`src/sv/lhl_pkg.sv`:
```
// ----------------------------------------------------------------------------
// lhl_pkg: shared types and constants of the layer hit likelihood block
// Fixed-point format, layer counts, outcome and row codes, and the structs
// that run between the controller and the datapath.
// ----------------------------------------------------------------------------
package lhl_pkg;

    // Fixed point: unsigned, FRACTION_BITS fraction bits, 1.0 = ONE_FX.
    localparam int FRACTION_BITS = 16;
    localparam int PROB_W        = 17;
    localparam logic [PROB_W-1:0] ONE_FX = PROB_W'(1 << FRACTION_BITS);

    // Layer geometry.
    localparam int MAX_BARREL_LAYER   = 14;
    localparam int MAX_FORWARD_LAYER  = 13;
    localparam int MAX_BACKWARD_LAYER = 11;
    localparam int BARREL_LAYERS      = MAX_BARREL_LAYER + 1;
    localparam int LAYER_COUNT        = 29;
    localparam int LAST_POS           = LAYER_COUNT - 1;

    // Table geometry: row * 512 + last * 32 + layer.
    localparam int ROW_W      = 7;
    localparam int LAST_W     = 4;
    localparam int LAYER_W    = 5;
    localparam int ADDR_W     = ROW_W + LAST_W + LAYER_W;
    localparam int ROWS       = 67;
    localparam int TABLE_DEPTH = ROWS * (1 << LAST_W) * (1 << LAYER_W);

    // Item kinds.
    localparam logic KIND_LOAD  = 1'b0;
    localparam logic KIND_TRACK = 1'b1;

    // Raw outcome codes.
    localparam logic [2:0] OUT_NONE        = 3'd0;
    localparam logic [2:0] OUT_BARREL_STOP = 3'd1;
    localparam logic [2:0] OUT_ENDCAP_STOP = 3'd2;
    localparam logic [2:0] OUT_BARREL_EXIT = 3'd3;
    localparam logic [2:0] OUT_ENDCAP_EXIT = 3'd4;

    // Refined rows for endcap tracks with no barrel layer crossed.
    localparam logic [ROW_W-1:0] ROW_FWD_STOP = 7'd2;
    localparam logic [ROW_W-1:0] ROW_FWD_EXIT = 7'd4;
    localparam logic [ROW_W-1:0] ROW_BWD_STOP = 7'd5;
    localparam logic [ROW_W-1:0] ROW_BWD_EXIT = 7'd6;

    // Row bases for endcap tracks that also crossed barrel layers.
    localparam logic [ROW_W-1:0] ROW_FWD_STOP_BASE = 7'd7;
    localparam logic [ROW_W-1:0] ROW_BWD_STOP_BASE = 7'd22;
    localparam logic [ROW_W-1:0] ROW_FWD_EXIT_BASE = 7'd37;
    localparam logic [ROW_W-1:0] ROW_BWD_EXIT_BASE = 7'd52;

    typedef enum logic [1:0] {
        ST_IDLE,
        ST_WALK,
        ST_DRAIN,
        ST_REPORT
    } lhl_state_t;

    // What one layer contributes to the running product.
    typedef enum logic [1:0] {
        ACT_SKIP,
        ACT_HIT,
        ACT_MISS
    } layer_act_t;

    typedef struct packed {
        logic load;
        logic capture;
        logic step;
    } ctrl_cmd_t;

    typedef struct packed {
        logic reject;
        logic walk_last;
    } dp_status_t;

endpackage

```
`src/sv/lhl_ctrl.sv`:
```
// ----------------------------------------------------------------------------
// lhl_ctrl: sequencing state machine of the layer hit likelihood block
// Takes items, steps the datapath over the layer positions and raises the
// result strobe.
// ----------------------------------------------------------------------------
module lhl_ctrl
(
    input  logic               clk,
    input  logic               rst_n,
    input  logic               start,
    input  logic               kind,
    input  lhl_pkg::dp_status_t status,
    output lhl_pkg::ctrl_cmd_t  cmd,
    output logic               busy,
    output logic               done
);
    import lhl_pkg::*;

    lhl_state_t state_reg;
    lhl_state_t state_next;

    always_ff @(posedge clk or negedge rst_n)
    begin
        if (!rst_n)
        begin
            state_reg <= ST_IDLE;
        end
        else
        begin
            state_reg <= state_next;
        end
    end

    always_comb
    begin
        state_next = state_reg;
        unique case (state_reg)
            ST_IDLE:
            begin
                if (start && (kind == KIND_TRACK))
                begin
                    state_next = ST_WALK;
                end
            end
            ST_WALK:
            begin
                if (status.reject)
                begin
                    state_next = ST_REPORT;
                end
                else if (status.walk_last)
                begin
                    state_next = ST_DRAIN;
                end
            end
            ST_DRAIN:
            begin
                state_next = ST_REPORT;
            end
            ST_REPORT:
            begin
                state_next = ST_IDLE;
            end
            default:
            begin
                state_next = ST_IDLE;
            end
        endcase
    end

    always_comb
    begin
        cmd  = '0;
        busy = 1'b1;
        done = 1'b0;
        unique case (state_reg)
            ST_IDLE:
            begin
                busy        = 1'b0;
                cmd.load    = start && (kind == KIND_LOAD);
                cmd.capture = start && (kind == KIND_TRACK);
            end
            ST_WALK:
            begin
                cmd.step = 1'b1;
            end
            ST_DRAIN:
            begin
                cmd.step = 1'b0;
            end
            ST_REPORT:
            begin
                done = 1'b1;
            end
            default:
            begin
                busy = 1'b1;
            end
        endcase
    end

    // A result is shown for one cycle and the block is then free again.
    a_report_then_idle: assert property (@(posedge clk) disable iff (!rst_n)
        state_reg == ST_REPORT |=> state_reg == ST_IDLE)
        else $error("result strobe not followed by idle");

    // An accepted evaluate item always starts the layer walk.
    a_capture_walks: assert property (@(posedge clk) disable iff (!rst_n)
        cmd.capture |=> state_reg == ST_WALK)
        else $error("evaluate item did not start the walk");

    // The drain cycle only follows the last walk position.
    a_drain_after_walk: assert property (@(posedge clk) disable iff (!rst_n)
        state_reg == ST_DRAIN |-> $past(state_reg) == ST_WALK && $past(status.walk_last))
        else $error("drain entered before the walk finished");

    // No item is taken while the block works on one.
    a_no_accept_busy: assert property (@(posedge clk) disable iff (!rst_n)
        busy |-> !cmd.load && !cmd.capture)
        else $error("item accepted while busy");

endmodule

```
`config.mk`:
```
export PLATFORM = sky130hd
export DESIGN_NAME = lhl_ctrl
export DESIGN_NICKNAME = d
export VERILOG_FILES = /design/src/sv/lhl_pkg.sv /design/src/sv/lhl_ctrl.sv
export SDC_FILE = /design/constraint.sdc
export NUM_CORES = 1
export LEC_CHECK = 0
export ABC_AREA = 1
export BUFFER_PORTS_ARGS = -buffer_cell sky130_fd_sc_hd__buf_2
export CORE_AREA = 2 2 39 41
export DETAILED_ROUTE_END_ITERATION = 8
export DIE_AREA = 0 0 41 43
export HOLD_SLACK_MARGIN = 0.1
export SLEW_MARGIN = 0
export SYNTH_ARGS = -nofsm -noshare
export SYNTH_HDL_FRONTEND = slang
export SYNTH_SLANG_ARGS = --single-unit
```
`constraint.sdc`:
```
create_clock -name clk -period 1.2 [get_ports clk]
set_clock_uncertainty 0.05 [all_clocks]
set_input_delay 0.12 -clock clk [delete_from_list [all_inputs] [get_ports clk]]
set_output_delay 0.12 -clock clk [all_outputs]
set_load 0.05 [all_outputs]
```
==> PnR_summary.wiki <==
{| class="wikitable"
! Metric !! Value
|-
| Status || finished, violations left
|-
| TritonCTS buffer count || 3
|-
| FMAX || 739 MHz
|-
| Number of rows created at floorplan || 14
|-
| Layout overhead on the synthesized area || 137%
|-
| Most common library cells after synthesis || 10 x sky130_fd_sc_hd__nand2_1, 4 x sky130_fd_sc_hd__ha_1, 3 x sky130_fd_sc_hd__inv_1, 3 x sky130_fd_sc_hd__nor2_1
|-
| Max Cap Violations || 0
|-
| Placed wire-length estimate || 338 um
|-
| Share of flip-flops with an asynchronous set or reset after synthesis || 1.00
|-
| EDFF count, synth || 0
|-
| Vias per Instance || 3.77
|-
| Diode count || 0
|-
| Detail Route Antenna Nets || 0
|-
| Critical path fanouts, max || 3
|-
| FF-to-FF Start || state_reg[0]
|-
| Routed WL per cell || 7.48 um
|-
| Layout Utilization || 0.324
|-
| Total power per unit cell area || 2990 nW/um^2
|-
| Deepest clock path buffer count || 2
|-
| Cell with the most instances after synthesis || sky130_fd_sc_hd__nand2_1
|-
| Initial Utilization || 0.137
|-
| Final critical path time including I/O delays and setup || 1.35 ns
|-
| Count of cell types in the netlist || 9
|-
| Die span in x || 41 um
|-
| Final hold viol count || 0
|-
| DRT Pass-1 Iters || 1
|-
| Ranking of synthesized cells by area || sky130_fd_sc_hd__dfrtp_1 26%, sky130_fd_sc_hd__ha_1 26%, sky130_fd_sc_hd__nand2_1 20%
|-
| Synth top area share || 0.265
|-
| Maximum VDD drop || 1.07 mV
|-
| Syn_nets || 37
|-
| CTS tree || done
|-
| CP max stage delay || 0.38 ns
|-
| H-tree lvl count || 1
|-
| Data arrival time at the worst-slack endpoint || 1.18 ns
|-
| Slew at the pin closest to its max-slew limit || 0.247 ns
|-
| Avg Inst Size Synth || 7.00 um^2
|-
| Failing checks || setup timing
|-
| Fraction of layout instances using a drive strength above 1 || 0.646
|-
| Hold Crit Class || in2async
|-
| R2R cell count || 7
|-
| Total Power Consumption || 1.34 mW
|-
| Sequence of cells on the critical path || inv_2, ha_4, clkinvlp_4, nor2_4, buf_8
|-
| Number of nets in the layout || 60
|-
| Required time of the critical path || 1.03 ns
|-
| Maximum number of pins on one net before global-route repair || 5
|-
| Wire length of the first global-routing pass || 717 um
|-
| Critical path start-end classification || reg2out
|-
| CTS Root Buffer Type || sky130_fd_sc_hd__clkbuf_4
|-
| Synth Flop Type || sky130_fd_sc_hd__dfrtp_1
|-
| Max-slew violation count || 0
|-
| TritonCTS sink count || 2
|-
| Setup-failing EPs final || 7
|-
| Netlist Area Pre-Place || 189 um^2
|-
| Via count of the first global-routing pass || 206
|-
| Total DRC errors in the routed layout || 0
|-
| Flip-flop count of the largest register after layout || 2
|-
| Number of antenna violations at the first check in global routing || 0
|-
| Most area-hungry cell type in the Yosys netlist || sky130_fd_sc_hd__dfrtp_1
|-
| Highest-delay cell along the critical path || sky130_fd_sc_hd__dfrtp_1
|-
| Core Box Area || 1380 um^2
|-
| Synth Instances || 27
|-
| Flip-flop and latch count after synthesis || 2
|-
| Boundary pin count || 11
|-
| Startpoint type of the worst setup path || flip-flop
|-
| Worst setup slack before clock tree synthesis || -0.0239 ns
|-
| Fin worst setup slack || -0.154 ns
|-
| Global router's overall resource usage || 0.0673
|-
| Leakage component of the power || 0.213 nW
|-
| Routability cong. || 0.654
|-
| GR Overflow Total || 0
|-
| Overall via count from detail_route || 241
|-
| Iteration-0 DRC Markers || 0
|-
| Routed Wire Length || 479 um
|-
| Yosys warning total || 0
|-
| Flop-to-flop setup slack || -0.07 ns
|-
| Count of buffers inserted at the top-level ports || 10
|-
| Area of the die || 1760 um^2
|-
| Worst-case headroom to the max-slew limit || 0.837
|-
| CTS clock-pin slew for the worst setup and hold paths || 0.03 ns
|-
| Seq/Total Area, Yosys || 0.265
|-
| Final worst-path cycle share || 1.13
|-
| Reg2Reg Capture Point || state_reg[0]
|-
| RSZ-0062 raised after global routing || yes
|-
| Die Span Y || 43 um
|-
| Worst skew pair latency || 0.22 ns
|-
| Crit. End Element || primary output
|}
per-layer routing:
layer,GRT usage,share of wire
met4,0.0800,0
met3,0.0314,0.065
met5,0,0
met2,0.0938,0.58
met1,0.0611,0.36
critical path: cells and delay by family, from the launching register on:
kind	cells	cell delay, ns
fa+ha+maj	1	0.15
simple gates	1	0.09
buf+inv	3	0.34
flops	1	0.38
worst max path at each step:
| stage | from | endpoint | slack (ns) |
|---|---|---|---|
| CTS | state_reg[1] | cmd[1] | -0.16 |
| floorplan | state_reg[0] | cmd[1] | -0.23 |
| global placement | state_reg[1] | cmd[2] | -0.009 |
| detailed placement | state_reg[1] | cmd[1] | -0.02 |
| global route | state_reg[0] | cmd[1] | -0.23 |
| finish | state_reg[0] | cmd[1] | -0.15 |
logic make-up (layout without fill, tap and decap cells):
| kind of cell | Yosys count | in the layout | share of synthesized area |
|---|---|---|---|
| AND/OR/NAND/NOR | 17 | 17 | 0.391 |
| adder cells (fa/ha/maj) | 4 | 4 | 0.265 |
| buffers and inverters | 4 | 25 | 0.0794 |
| flip-flops | 2 | 2 | 0.265 |
layout make-up:
class / instances / area [um^2]
sequential: 2 / 50.0
tap: 16 / 20.0
multi-input combinational: 21 / 176
inverter: 4 / 18.8
clock buffer: 3 / 22.5
timing repair buffer: 18 / 160
fill: 171 / 936
stage by stage:
step	hold slack [ns]	TNS (ns)	cells	instance area, um^2
finish	0.159	-0.673	64	448
global route	0.165	-1.09	64	448
global placement	-0.143	-0.0160	56	315
detailed placement	-0.142	-0.0542	56	315
floorplan	-0.226	-0.450	27	223
CTS	0.145	-0.561	62	422
cells in the final DEF (no fill, tap or decap):
cell	count
sky130_fd_sc_hd__ha_4	3
sky130_fd_sc_hd__inv_2	3
sky130_fd_sc_hd__buf_6	2
sky130_fd_sc_hd__clkinvlp_4	1
sky130_fd_sc_hd__nor2_4	2
sky130_fd_sc_hd__clkbuf_4	3
sky130_fd_sc_hd__nand2_1	10
sky130_fd_sc_hd__buf_4	5
sky130_fd_sc_hd__nand2_2	2
sky130_fd_sc_hd__ha_1	1
sky130_fd_sc_hd__nor2_1	1
sky130_fd_sc_hd__buf_2	6
sky130_fd_sc_hd__buf_8	4
sky130_fd_sc_hd__dfrtp_1	2
sky130_fd_sc_hd__dlygate4sd3_1	1
sky130_fd_sc_hd__nand3_1	1
sky130_fd_sc_hd__nand3b_1	1
power by group:
part,internal [mW],total [mW],switching (mW),leakage (nW)
clock,0.110,0.147,0.0368,0.0138
combinational,0.485,1.06,0.575,0.175
sequential,0.107,0.130,0.0239,0.0239
timing repair:
| item | 4_1_cts | 5_1_grt |
|---|---|---|
| gates resized for setup | 14 | 3 |
| endpoints found under the hold margin | 2 | 0 |
| gates cloned | 0 | 0 |
| setup endpoints to repair | 7 | 7 |
| pin swaps | 1 | 1 |
| hold buffers | 1 | 0 |
| buffers inserted | 2 | 2 |
No activity file was read; power rests on OpenSTA's default activity.
